### config.mk
export PLATFORM = sky130hd
export DESIGN_NAME = button_led_matrix_scanner
export DESIGN_NICKNAME = d
export VERILOG_FILES = /design/src/sv/blms_pkg.sv /design/src/sv/blms_front.sv /design/src/sv/blms_queue.sv /design/src/sv/blms_back.sv /design/src/sv/button_led_matrix_scanner.sv
export SDC_FILE = /design/constraint.sdc
export NUM_CORES = 1
export LEC_CHECK = 0
export BUFFER_PORTS_ARGS = -buffer_cell sky130_fd_sc_hd__buf_2
export CAP_MARGIN = 20
export CORE_MARGIN = 3
export CORE_UTILIZATION = 40
export CTS_CLUSTER_DIAMETER = 100
export CTS_CLUSTER_SIZE = 12
export DETAILED_ROUTE_END_ITERATION = 12
export GPL_TIMING_DRIVEN = 1
export PLACE_DENSITY = 0.65
export SYNTH_ARGS = -nofsm -noshare
export SYNTH_HDL_FRONTEND = slang
export SYNTH_SLANG_ARGS = --single-unit
### constraint.sdc
create_clock -name clk -period 6.23 [get_ports clk]
set_input_delay 0.3115 -clock clk [delete_from_list [all_inputs] [get_ports clk]]
set_output_delay 0.3115 -clock clk [all_outputs]
set_load 0.05 [all_outputs]
### src/sv/blms_pkg.sv
package blms_pkg;

    // Matrix geometry.
    localparam int ROWS  = 8;
    localparam int PINS  = 8;
    localparam int ROW_W = 3;
    localparam int PIN_W = 3;
    localparam int BTN_W = ROW_W + PIN_W;
    localparam int NUM_BUTTONS = ROWS * PINS;

    // Default depth of the command queue between front and back.
    localparam int QUEUE_DEPTH_DEF = 2;

    // Reset level of a stored button row (all released).
    localparam logic [PINS-1:0] BUTTON_ROW_RESET = 8'hFF;

    // Input operation codes.
    localparam logic [2:0] OP_PREPARE   = 3'd0;
    localparam logic [2:0] OP_SAMPLE    = 3'd1;
    localparam logic [2:0] OP_SET_LED   = 3'd2;
    localparam logic [2:0] OP_WRITE_ROW = 3'd3;
    localparam logic [2:0] OP_DRAIN     = 3'd4;
    localparam logic [2:0] OP_READ_ROW  = 3'd5;

    // Result kinds.
    localparam logic [1:0] KIND_DRIVE    = 2'd0;
    localparam logic [1:0] KIND_EVENT    = 2'd1;
    localparam logic [1:0] KIND_READBACK = 2'd2;

    // Configuration register indexes.
    localparam logic [2:0] CFG_ROWSEL_ENABLE      = 3'd0;
    localparam logic [2:0] CFG_COLUMN_ENABLE      = 3'd1;
    localparam logic [2:0] CFG_BUTTON_ENABLE      = 3'd2;
    localparam logic [2:0] CFG_ROWSEL_INVERT_MASK = 3'd3;
    localparam logic [2:0] CFG_COLUMN_INVERT_MASK = 3'd4;
    localparam logic [2:0] CFG_DEBOUNCE_DELAY     = 3'd5;

    typedef struct packed {
        logic [2:0] op;
        logic [7:0] din_byte;
        logic [5:0] led_index;
        logic       led_value;
        logic [2:0] row_index;
        logic [7:0] row_byte;
    } in_item_t;

    typedef struct packed {
        logic [1:0] kind;
        logic       rowsel_valid;
        logic [7:0] rowsel_byte;
        logic       column_valid;
        logic [7:0] column_byte;
        logic [5:0] button_number;
        logic       button_value;
        logic [7:0] button_row_out;
        logic [7:0] led_row_out;
        logic       last;
    } out_item_t;

    typedef struct packed {
        logic       rowsel_enable;
        logic       column_enable;
        logic       button_enable;
        logic [7:0] rowsel_invert_mask;
        logic [7:0] column_invert_mask;
        logic [7:0] debounce_reload;
    } cfg_t;

    // Commands passed from the front to the back.
    typedef enum logic [2:0] {
        CMD_PREPARE,
        CMD_SAMPLE,
        CMD_SET_LED,
        CMD_WRITE_ROW,
        CMD_DRAIN,
        CMD_READ_ROW
    } cmd_t;

    typedef struct packed {
        cmd_t             cmd;
        logic [ROW_W-1:0] row;
        logic [PINS-1:0]  data;
        logic             bit_value;
    } cmd_item_t;

    typedef enum logic {
        BK_IDLE,
        BK_DRAIN
    } back_state_t;

endpackage

### src/sv/blms_front.sv
module blms_front (
    input  logic                 in_valid,
    output logic                 in_ready,
    input  blms_pkg::in_item_t   in_data,
    input  logic                 queue_full,
    output logic                 push,
    output blms_pkg::cmd_item_t  push_data
);
    import blms_pkg::*;

    logic known_op;

    // Decode the operation into a back-end command with its operands.
    always_comb
    begin
        known_op            = 1'b1;
        push_data           = '0;
        push_data.cmd       = CMD_PREPARE;
        unique case (in_data.op)
            OP_PREPARE:
            begin
                push_data.cmd = CMD_PREPARE;
            end
            OP_SAMPLE:
            begin
                push_data.cmd  = CMD_SAMPLE;
                push_data.data = in_data.din_byte;
            end
            OP_SET_LED:
            begin
                push_data.cmd       = CMD_SET_LED;
                push_data.row       = in_data.led_index[BTN_W-1:PIN_W];
                push_data.data      = PINS'(1) << in_data.led_index[PIN_W-1:0];
                push_data.bit_value = in_data.led_value;
            end
            OP_WRITE_ROW:
            begin
                push_data.cmd  = CMD_WRITE_ROW;
                push_data.row  = in_data.row_index;
                push_data.data = in_data.row_byte;
            end
            OP_DRAIN:
            begin
                push_data.cmd = CMD_DRAIN;
            end
            OP_READ_ROW:
            begin
                push_data.cmd = CMD_READ_ROW;
                push_data.row = in_data.row_index;
            end
            default:
            begin
                // Unused codes are accepted and dropped.
                known_op = 1'b0;
            end
        endcase
    end

    // Items are taken whenever the queue has room.
    assign in_ready = !queue_full;
    assign push     = in_valid && !queue_full && known_op;

endmodule

### src/sv/blms_queue.sv
module blms_queue #(
    parameter int DEPTH = blms_pkg::QUEUE_DEPTH_DEF
) (
    input  logic                 clk,
    input  logic                 rst_n,
    input  logic                 push,
    input  blms_pkg::cmd_item_t  push_data,
    input  logic                 pop,
    output blms_pkg::cmd_item_t  head,
    output logic                 empty,
    output logic                 full
);
    import blms_pkg::*;

    localparam int PTR_W = (DEPTH > 1) ? $clog2(DEPTH) : 1;
    localparam int CNT_W = $clog2(DEPTH + 1);

    cmd_item_t          entry_reg [DEPTH];
    logic [PTR_W-1:0]   wr_ptr_reg, wr_ptr_next;
    logic [PTR_W-1:0]   rd_ptr_reg, rd_ptr_next;
    logic [CNT_W-1:0]   count_reg, count_next;

    // Pointer and fill count update.
    always_comb
    begin
        wr_ptr_next = wr_ptr_reg;
        rd_ptr_next = rd_ptr_reg;
        count_next  = count_reg;
        if (push)
        begin
            wr_ptr_next = (wr_ptr_reg == PTR_W'(DEPTH - 1)) ? '0 : wr_ptr_reg + PTR_W'(1);
        end
        if (pop)
        begin
            rd_ptr_next = (rd_ptr_reg == PTR_W'(DEPTH - 1)) ? '0 : rd_ptr_reg + PTR_W'(1);
        end
        if (push && !pop)
        begin
            count_next = count_reg + CNT_W'(1);
        end
        else if (pop && !push)
        begin
            count_next = count_reg - CNT_W'(1);
        end
    end

    always_ff @(posedge clk or negedge rst_n)
    begin
        if (!rst_n)
        begin
            wr_ptr_reg <= '0;
            rd_ptr_reg <= '0;
            count_reg  <= '0;
        end
        else
        begin
            wr_ptr_reg <= wr_ptr_next;
            rd_ptr_reg <= rd_ptr_next;
            count_reg  <= count_next;
        end
    end

    // Entry storage.
    always_ff @(posedge clk)
    begin
        if (push)
        begin
            entry_reg[wr_ptr_reg] <= push_data;
        end
    end

    assign head  = entry_reg[rd_ptr_reg];
    assign empty = (count_reg == '0);
    assign full  = (count_reg == CNT_W'(DEPTH));

endmodule

### src/sv/blms_back.sv
module blms_back (
    input  logic                 clk,
    input  logic                 rst_n,
    input  blms_pkg::cfg_t       cfg,
    input  blms_pkg::cmd_item_t  head,
    input  logic                 queue_empty,
    output logic                 pop,
    output logic                 out_valid,
    input  logic                 out_ready,
    output blms_pkg::out_item_t  out_data
);
    import blms_pkg::*;

    back_state_t            state_reg, state_next;
    logic [ROW_W-1:0]       current_row_reg, current_row_next;
    logic [7:0]             debounce_reg, debounce_next;
    logic [PINS-1:0]        led_rows_reg [ROWS];
    logic [PINS-1:0]        led_rows_next [ROWS];
    logic [PINS-1:0]        button_rows_reg [ROWS];
    logic [PINS-1:0]        button_rows_next [ROWS];
    logic [NUM_BUTTONS-1:0] pending_reg, pending_next;
    logic [BTN_W-1:0]       drain_idx_reg, drain_idx_next;
    logic                   out_valid_reg;
    out_item_t              out_data_reg;

    logic                   slot_free;
    logic                   load;
    out_item_t              result;
    logic [ROW_W-1:0]       rd_row;
    logic [PINS-1:0]        led_rd;
    logic [PINS-1:0]        btn_rd;
    logic [PINS-1:0]        row_pending;
    logic [NUM_BUTTONS-1:0] pending_rest;

    assign slot_free = !out_valid_reg || out_ready;

    // One row address per cycle for both row stores.
    always_comb
    begin
        if (state_reg == BK_DRAIN)
        begin
            rd_row = drain_idx_reg[BTN_W-1:PIN_W];
        end
        else
        begin
            case (head.cmd)
                CMD_PREPARE: rd_row = current_row_reg + ROW_W'(1);
                CMD_SAMPLE:  rd_row = current_row_reg - ROW_W'(1);
                default:     rd_row = head.row;
            endcase
        end
    end

    assign led_rd      = led_rows_reg[rd_row];
    assign btn_rd      = button_rows_reg[rd_row];
    assign row_pending = pending_reg[{rd_row, {PIN_W{1'b0}}} +: PINS]
                         ^ head.data ^ btn_rd;

    // Pending set with the bit under the drain pointer cleared.
    always_comb
    begin
        pending_rest                = pending_reg;
        pending_rest[drain_idx_reg] = 1'b0;
    end

    // Command execution and drain walk.
    always_comb
    begin
        state_next       = state_reg;
        current_row_next = current_row_reg;
        debounce_next    = debounce_reg;
        led_rows_next    = led_rows_reg;
        button_rows_next = button_rows_reg;
        pending_next     = pending_reg;
        drain_idx_next   = drain_idx_reg;
        pop              = 1'b0;
        load             = 1'b0;
        result           = '0;
        unique case (state_reg)
            BK_IDLE:
            begin
                if (!queue_empty)
                begin
                    unique case (head.cmd)
                        CMD_PREPARE:
                        begin
                            if (slot_free)
                            begin
                                pop                 = 1'b1;
                                load                = 1'b1;
                                current_row_next    = rd_row;
                                result.kind         = KIND_DRIVE;
                                result.rowsel_valid = cfg.rowsel_enable;
                                result.rowsel_byte  = ~(PINS'(1) << rd_row)
                                                      ^ cfg.rowsel_invert_mask;
                                result.column_valid = cfg.column_enable;
                                result.column_byte  = led_rd ^ cfg.column_invert_mask;
                                result.last         = 1'b1;
                            end
                        end
                        CMD_SAMPLE:
                        begin
                            pop = 1'b1;
                            if (cfg.button_enable)
                            begin
                                if (debounce_reg == '0)
                                begin
                                    pending_next[{rd_row, {PIN_W{1'b0}}} +: PINS] = row_pending;
                                    if (row_pending != '0)
                                    begin
                                        debounce_next = cfg.debounce_reload;
                                    end
                                    button_rows_next[rd_row] = head.data;
                                end
                                else
                                begin
                                    debounce_next = debounce_reg - 8'd1;
                                end
                            end
                        end
                        CMD_SET_LED:
                        begin
                            pop = 1'b1;
                            led_rows_next[rd_row] = head.bit_value ? (led_rd | head.data)
                                                                   : (led_rd & ~head.data);
                        end
                        CMD_WRITE_ROW:
                        begin
                            pop = 1'b1;
                            led_rows_next[rd_row] = head.data;
                        end
                        CMD_DRAIN:
                        begin
                            pop            = 1'b1;
                            state_next     = BK_DRAIN;
                            drain_idx_next = '0;
                        end
                        CMD_READ_ROW:
                        begin
                            if (slot_free)
                            begin
                                pop                   = 1'b1;
                                load                  = 1'b1;
                                result.kind           = KIND_READBACK;
                                result.button_row_out = btn_rd;
                                result.led_row_out    = led_rd;
                                result.last           = 1'b1;
                            end
                        end
                        default:
                        begin
                            pop = 1'b1;
                        end
                    endcase
                end
            end
            BK_DRAIN:
            begin
                if (pending_reg == '0)
                begin
                    state_next = BK_IDLE;
                end
                else if (pending_reg[drain_idx_reg])
                begin
                    if (slot_free)
                    begin
                        load                 = 1'b1;
                        result.kind          = KIND_EVENT;
                        result.button_number = drain_idx_reg;
                        result.button_value  = btn_rd[drain_idx_reg[PIN_W-1:0]];
                        result.last          = (pending_rest == '0);
                        pending_next         = pending_rest;
                        drain_idx_next       = drain_idx_reg + BTN_W'(1);
                        if (pending_rest == '0)
                        begin
                            state_next = BK_IDLE;
                        end
                    end
                end
                else
                begin
                    drain_idx_next = drain_idx_reg + BTN_W'(1);
                end
            end
            default:
            begin
                state_next = BK_IDLE;
            end
        endcase
    end

    // Matrix state and control registers.
    always_ff @(posedge clk or negedge rst_n)
    begin
        if (!rst_n)
        begin
            state_reg       <= BK_IDLE;
            current_row_reg <= '0;
            debounce_reg    <= '0;
            pending_reg     <= '0;
            drain_idx_reg   <= '0;
            for (int r = 0; r < ROWS; r++)
            begin
                led_rows_reg[r]    <= '0;
                button_rows_reg[r] <= BUTTON_ROW_RESET;
            end
        end
        else
        begin
            state_reg       <= state_next;
            current_row_reg <= current_row_next;
            debounce_reg    <= debounce_next;
            pending_reg     <= pending_next;
            drain_idx_reg   <= drain_idx_next;
            led_rows_reg    <= led_rows_next;
            button_rows_reg <= button_rows_next;
        end
    end

    // Output register: holds a finished item until it is taken.
    always_ff @(posedge clk or negedge rst_n)
    begin
        if (!rst_n)
        begin
            out_valid_reg <= 1'b0;
        end
        else if (load)
        begin
            out_valid_reg <= 1'b1;
        end
        else if (out_ready)
        begin
            out_valid_reg <= 1'b0;
        end
    end

    always_ff @(posedge clk)
    begin
        if (load)
        begin
            out_data_reg <= result;
        end
    end

    assign out_valid = out_valid_reg;
    assign out_data  = out_data_reg;

    // A drain with nothing left pending returns to idle at once.
    assert property (@(posedge clk) disable iff (!rst_n)
        (state_reg == BK_DRAIN && pending_reg == '0) |=> (state_reg == BK_IDLE))
        else $error("drain did not finish with nothing pending");

    // The final event of a drain leaves no pending bit behind.
    assert property (@(posedge clk) disable iff (!rst_n)
        (load && result.kind == KIND_EVENT && result.last) |=> (pending_reg == '0))
        else $error("pending bits remain after the final event");

    // No command is taken from the queue during a drain walk.
    assert property (@(posedge clk) disable iff (!rst_n)
        (state_reg == BK_DRAIN) |-> !pop)
        else $error("command popped during drain");

    // An event is only produced for a bit that is pending.
    assert property (@(posedge clk) disable iff (!rst_n)
        (load && result.kind == KIND_EVENT) |-> pending_reg[drain_idx_reg])
        else $error("event produced for a bit that is not pending");

endmodule

### src/sv/button_led_matrix_scanner.sv
// A prepare or read-row result passes through the command queue and the output register.
// The back end runs one prepare, sample, LED write or read-row command per cycle; while the
// output is stalled, prepares, read-rows and drain events wait. A drain walks one button
// per cycle to the last pending one, while the two-entry command queue takes items.
// Reset (rst_n, asynchronous, active low) clears the configuration, LEDs, pending bits,
// row pointer and debounce counter, and sets every stored button row to all released.
module button_led_matrix_scanner #(
    parameter int QUEUE_DEPTH = blms_pkg::QUEUE_DEPTH_DEF
) (
    input  logic                clk,
    input  logic                rst_n,
    input  logic                in_valid,
    output logic                in_ready,
    input  blms_pkg::in_item_t  in_data,
    output logic                out_valid,
    input  logic                out_ready,
    output blms_pkg::out_item_t out_data,
    input  logic                cfg_we,
    input  logic [2:0]          cfg_index,
    input  logic [7:0]          cfg_wdata
);
    import blms_pkg::*;

    cfg_t      cfg_reg;
    logic      push;
    logic      pop;
    logic      queue_full;
    logic      queue_empty;
    cmd_item_t push_data;
    cmd_item_t head;

    // Configuration registers.
    always_ff @(posedge clk or negedge rst_n)
    begin
        if (!rst_n)
        begin
            cfg_reg <= '0;
        end
        else if (cfg_we)
        begin
            case (cfg_index)
                CFG_ROWSEL_ENABLE:      cfg_reg.rowsel_enable      <= cfg_wdata[0];
                CFG_COLUMN_ENABLE:      cfg_reg.column_enable      <= cfg_wdata[0];
                CFG_BUTTON_ENABLE:      cfg_reg.button_enable      <= cfg_wdata[0];
                CFG_ROWSEL_INVERT_MASK: cfg_reg.rowsel_invert_mask <= cfg_wdata;
                CFG_COLUMN_INVERT_MASK: cfg_reg.column_invert_mask <= cfg_wdata;
                CFG_DEBOUNCE_DELAY:     cfg_reg.debounce_reload    <= cfg_wdata;
                default:                cfg_reg                    <= cfg_reg;
            endcase
        end
    end

    // Front end: accepts and decodes items.
    blms_front u_front (
        .in_valid   (in_valid),
        .in_ready   (in_ready),
        .in_data    (in_data),
        .queue_full (queue_full),
        .push       (push),
        .push_data  (push_data)
    );

    // Command queue between front and back.
    blms_queue #(
        .DEPTH (QUEUE_DEPTH)
    ) u_queue (
        .clk       (clk),
        .rst_n     (rst_n),
        .push      (push),
        .push_data (push_data),
        .pop       (pop),
        .head      (head),
        .empty     (queue_empty),
        .full      (queue_full)
    );

    // Back end: matrix state, debounce and drain walk.
    blms_back u_back (
        .clk         (clk),
        .rst_n       (rst_n),
        .cfg         (cfg_reg),
        .head        (head),
        .queue_empty (queue_empty),
        .pop         (pop),
        .out_valid   (out_valid),
        .out_ready   (out_ready),
        .out_data    (out_data)
    );

endmodule

==> After elaboration in Yosys (flattened, before gate mapping) <==
Memory sizes are Yosys's and may differ from the RTL's.
Index checks and enable logic that the tools add are counted.
{ "classes": {"mux": 83, "n_reduce_logical": 40, "n_bitwise": 17, "n_eq_ne": 26, "addsub": 9, "magnitude_cmp": 5, "shifts": 5} }
{ "op_table": {"columns": ["op", "count"], "rows": [
  ["64-bit two-way mux", 7],
  ["64-bit bitwise mux", 4],
  ["64-bit one-hot mux with 2 select lines", 2],
  ["64-bit logical NOT", 2],
  ["64-bit AND", 1],
  ["8-bit two-way mux", 8],
  ["64-bit inverter", 1],
  ["8-bit by 8-bit variable shift with 64-bit output, first input constant", 1],
  ["64-bit by 7-bit variable part select with 8-bit output", 1],
  ["8-bit by 8-bit variable part select with 64-bit output", 1],
  ["8-bit binary-select mux with 3-bit select", 2],
  ["18-bit two-way mux", 2],
  ["8-bit XOR", 4],
  ["1-bit two-way mux", 31],
  ["6-bit two-way mux", 5],
  ["8-bit demux with 3-bit select", 1],
  ["8-bit one-hot mux with 3 select lines", 1],
  ["20-bit two-way mux", 1],
  ["3-bit by 2-bit == test with 1-bit output, second input constant", 6],
  ["3-bit == test, second input constant", 6],
  ["2-bit inequality test, second input constant", 8],
  ["8-bit inverter", 2],
  ["1-bit by 3-bit left shift with 8-bit output, first input constant", 2],
  ["3-bit one-hot mux with 5 select lines", 1],
  ["46 further kinds", 85]
]} }
{ "totals": {"ramBits": 30, "inputBits": 45, "ff_bits": 286, "output_inout_bits": 46, "n_memories": 1} }
{ "mem_list": {"columns": ["name", "depth", "word_bits", "read_ports", "rd_clocked_by_memory_dff", "wr", "line_no", "source"], "rows": [
  ["u_queue.entry_reg", 2, 15, 1, 0, 1, "blms_queue.sv:18", "cmd_item_t entry_reg [DEPTH];"]
]} }

==> Depth between registers and ports, before layout <==
An unclocked memory read counts as a cell.
{ "logic_depth": {"ltp_word": 16, "depth_mapped": 23, "mapped_depth_nobuf": 16} }

==> Hierarchy <==
From an unflattened synthesis, not the netlist that was laid out.
{ "hier_totals": {"hier_cells": 1691, "area_unflattened_um2": 16921.2} }
{ "modules_own_cells": {"columns": ["mod", "area_per_inst_um2", "n_inst", "cells_per_inst"], "rows": [
  ["blms_back", 14179.8, 1, 1527],
  ["blms_queue", 1321.3, 1, 63],
  ["button_led_matrix_scanner", 1097.3, 1, 61],
  ["blms_front", 322.8, 1, 40]
]} }

==> Least setup slack after synthesis <==
No wires, ideal clock.
{ "synth_timing": {"path_type": "reg2reg", "from": "register u_queue.rd_ptr_reg", "to": "register u_back.pending_reg[9]", "setup_time_ps": 83, "stages_incl_launch_ff": 22, "required_time_ps": 6147, "slack_ps": 900, "arrival_ps": 5248, "synth_period_minus_slack_ps": 5330, "cell_sequence": "dfrtp_1 > buf_6 > or3_4 > and2_1 > nor2_1 > fa_1 > a211oi_1 > o31ai_2 > inv_1 > clkbuf_1 > clkbuf_1 > buf_2 > buf_1 > ha_1 > ha_1 > nor2_1 > a21oi_1 > or2_1 > buf_2 > or3_1 > buf_2 > o22ai_1"} }
{ "synth_between": {"elab_chain_len": 16, "word_cells_on_any_way": 23, "cone_classes": "1 x add/sub; 2 x eq/ne; 3 x shift; 11 x mux; 3 x bitwise; 2 x reduce/logical; 1 x memory"} }
{ "synth_lines": {"columns": ["element", "line_no", "source"], "rows": [
  ["start, declared", "blms_queue.sv:20", "logic [PTR_W-1:0] rd_ptr_reg, rd_ptr_next;"],
  ["start signal, assigned", "blms_queue.sv:58", "rd_ptr_reg <= rd_ptr_next;"],
  ["memory 2 x 15 bit (*)", null, null],
  ["parallel branches: the longest is 15 deep, another holds 64-bit by 7-bit variable part select with 8-bit output", null, null],
  ["end signal, assigned", "blms_back.sv:213", "pending_reg <= pending_next;"],
  ["end, declared", "blms_back.sv:21", "logic [NUM_BUTTONS-1:0] pending_reg, pending_next;"]
]} }
Mark *: on every way between the ends. The select of a mux whose other input is x is not followed.
A chain may end at the register's enable or synchronous reset.

==> Final worst setup path <==
{ "layout_timing": {"from": "register u_queue.rd_ptr_reg", "to": "register u_back.debounce_reg[7]"} }
{ "layout_between": {"elab_chain_len": 12, "word_cells_on_any_way": 15, "cone_classes": "2 x eq/ne; 1 x shift; 5 x mux; 3 x bitwise; 3 x reduce/logical; 1 x memory"} }
{ "layout_lines": {"columns": ["element", "line_no", "source"], "rows": [
  ["memory 2 x 15 bit (*)", null, null],
  ["parallel branches: the longest is 10 deep, another holds 64-bit by 7-bit variable part select with 8-bit output", null, null],
  ["5-bit AND reduction (no source line) (*)", null, null],
  ["end signal, assigned", "blms_back.sv:212", "debounce_reg <= debounce_next;"],
  ["end, declared", "blms_back.sv:16", "logic [7:0] debounce_reg, debounce_next;"]
]} }
Marks and branches as above.

==> summary.txt <==
R2R cell count - 16
worst-path maximum fanout - 55
Detailed Route Iter0 Violations - 1,526
Most used DFF post-synth - dfrtp_1
Power Dens Cells - 619 mW/mm^2
I/O pin cnt - 91
Diodes inserted - 0
leading cell types in the layout, fill and taps excluded - nand2_1, dfrtp_1, o21ai_0
critical path arrival - 5.95 ns
peak supply drop - 0.418 mV
depth of the CTS H-tree - 1
CTS tree - done
layout cells sized above 1 - 20.9%
Synth Net Count - 1,768
CTS buffer count - 30
synth warn - 0
total global routing overflow - 0
die area - 0.0452 mm^2
initial core utilization - 40.7%
crit share post-route - 87.9%
non-filler cells, final - 2,337
element type at the critical path end - flop
final net count - 1,834
setup repair after global routing missed its margin - false
Worst R2R End - u_back.debounce_reg[7]
gpl congestion - 1.01
Placed Cells - 2,279
WHS - 0.0143 ns
syn_area_per_cell - 9.98 um^2
global-route wire length before repair - 91,000 um
worst hold path type - input port to flop
Lkg Pwr - 0.00761 uW
largest family of logic cells by synthesized area - compound AO/OA/AOI/OAI gates
Antenna Nets Post-Route - 0
status - complete, no violations
Tot Pwr - 11,800 uW
initial antenna violation count - 1
min Tclk post-route - 5.48 ns
routed vias - 14,500
fill cell count - 4,032
gr usage total - 26.6%
Layout Area Growth over Synthesis - 11.6%
Port Buffers - 90
Critical Path Sink - u_back.debounce_reg[7]
reg2reg start - u_queue.rd_ptr_reg
number of enable flip-flop cells after synthesis - 74
clock sink count - 316
Post-Synth Adder-Cell Area - 0.849%
Seq/Total Area, Yosys - 48.9%
Max Cap Violations - 0
post-layout util - 45.4%
DRC viols - 0
core area - 0.0420 mm^2
Setup CP Type - flop to flop
Max clock buf depth - 3
count of cell types in the netlist - 95
clock slew at reported path FFs - 0.06 ns
Mapped Cells - 1,712
chip width - 213 um
fmax - 183 MHz
Hold Fails Final Rpt - 0
Die Y - 213 um
final-report setup violation count - 0
commonest non-fill, non-tap cell in the layout - nand2_1
setup bufs post-CTS - 0
xor/xnor share of the synthesized area - 1.54%
via/cell ratio - 6.21
WP depth - 16
CTS Root Cell - clkbuf_16
number of global-route vias before repair - 14,100
most frequent CP cell - o31ai_4
pin count of the biggest net entering global routing - 123
Top Family by Delay on Critical Path - compound AO/OA/AOI/OAI gates
TritonRoute pass-1 iters - 6
Std-Cell Rows - 75
HPWL Detailed - 43,100 um
Crit path buffers/inverters - 2
CP startpoint kind - flop
post-synthesis mux area share - 9.93%
Worst-Skew Late Latency - 0.59 ns
Post-Synth Simple-Gate Area - 15.5%
CP startpoint - u_queue.rd_ptr_reg
R2R Setup Slk - 0.75 ns
Slew Limit Fails - 0
slowest cell on the critical path - o31ai_4
worst rel slew slack - 31.5%
max incr delay on CP - 0.71 ns
slew at the pin closest to its max-slew limit - 1.02 ns
cell chain of the critical path - or3b_4 > and2_1 > nor2_1 > fa_1 > a211oi_1 > o31ai_4 > clkinv_1 > buf_12 > a21oi_1 > a221oi_1 > o21ai_0 > nand3_1 > nand4b_1 > o31ai_4 > nor3_1 > o21a_1
Fin Clk Skew - 0.0177 ns
Setup TNS - 0 ns
Async SR Flop Fraction - 76.6%
mapped cell area - 0.0171 mm^2
routed length per instance - 26.0 um
WL final - 60,700 um
#FFs+latches synth - 316
Req. time, crit path - 6.70 ns
Synth Area in Compound Gates - 18.5%
[worst register-to-register path, stage by stage, from the launching register on]
cell and delay [ns]:
dfrtp_1 0.62, or3b_4 0.47, and2_1 0.19, nor2_1 0.21, fa_1 0.52, a211oi_1 0.43
o31ai_4 0.15, clkinv_1 0.12, buf_12 0.26, a21oi_1 0.15, a221oi_1 0.61, o21ai_0 0.25
nand3_1 0.15, nand4b_1 0.20, o31ai_4 0.71, nor3_1 0.11, o21a_1 0.20
[stage by stage]
| step | instance area (um^2) | setup WS [ns] |
|---|---|---|
| finish | 19100 | 0.752 |
| global placement | 18200 | 0.987 |
| global route | 19100 | 0.474 |
| detailed placement | 18200 | 0.897 |
| CTS | 19100 | 0.841 |
| floorplan | 17100 | 0.900 |
[what timing repair did]
action                     CTS  global route
hold endpoints to repair    67             0
resized for setup            0             0
hold buffers                 5             0
setup endpoints to repair    0             0
[Yosys cell counts (6+ instances only)]
library cell  count  area share [%]
nand2_1         203             4.5
dfrtp_1         178              26
o21ai_0         122             3.6
a21oi_1         103             3.0
nor2_1          103             2.3
mux2_2           87             5.7
inv_1            79             1.7
edfxtp_1         74              13
clkbuf_1         67             1.5
o22ai_1          65             2.4
dfstp_2          64             9.8
mux2i_1          47             2.8
nand3_1          42             1.2
and2_1           34             1.2
a221oi_1         33             1.7
nor3_1           25            0.73
nor4_1           23            0.84
buf_2            22            0.64
nand4_1          20            0.73
a22oi_1          16            0.70
o211ai_1         16            0.70
a22o_1           15            0.77
xor2_1           15            0.77
and3_1           13            0.48
buf_1            13            0.29
or3_1            13            0.48
nand2b_1         11            0.40
ha_1             10            0.73
mux4_2           10             1.3
a2bb2oi_1         9            0.46
a31oi_1           9            0.33
o311ai_0          9            0.46
buf_6             8            0.53
nor2b_1           8            0.29
or2_2             8            0.29
xnor2_1           8            0.41
nor3b_1           7            0.31
o21a_1            7            0.31
a21o_1            6            0.26
a221o_1           6            0.35
o21ai_1           6            0.18
o221ai_1          6            0.31
[layer usage]
layer | vias up | part of all wire, % | GRT usage [%]
met3 | 161 | 7.8 | 4.38
met4 | 2 | 4.6 | 10.6
met2 | 656 | 46 | 41.8
met5 | - | 0.021 | 0
li1 | 6448 | - | -
met1 | 7252 | 42 | 36.9
[area by class of cell]
cell class,count,area (um^2),share of cell area [%]
multi-input combinational,1203,7940,41.6
clock inverter,2,38.8,0.203
clock buffer,50,826,4.33
sequential,316,8360,43.8
timing repair buffer,146,931,4.88
inverter,81,307,1.61
tap,539,674,3.53
[where the power goes]
group | switching [uW] | internal (uW)
logic | 4590 | 2020
clock network | 802 | 901
registers | 631 | 2870
[worst min path at each step]
stage                 startpoint                      to  slack, ns  cells past startpoint
finish              cfg_wdata[7]              cfg_reg[7]       0.01                      2
global route        cfg_wdata[7]              cfg_reg[7]      0.004                      2
floorplan                  rst_n              cfg_reg[0]       0.02                      0
detailed placement         rst_n  u_back.pending_reg[45]       0.46                      1
global placement           rst_n  u_back.pending_reg[45]       0.46                      1
CTS                 cfg_wdata[7]              cfg_reg[7]      0.004                      2
[cell families (layout without fill, tap and decap cells)]
group	Yosys count	after routing
AO/OA/AOI/OAI	480	480
XOR/XNOR	26	26
adder cells (fa/ha/maj)	11	11
buffers and inverters	193	279
flip-flops	316	316
multiplexers	145	145
AND/OR/NAND/NOR	541	541
Note: power is estimated with default switching activity, not from simulation.
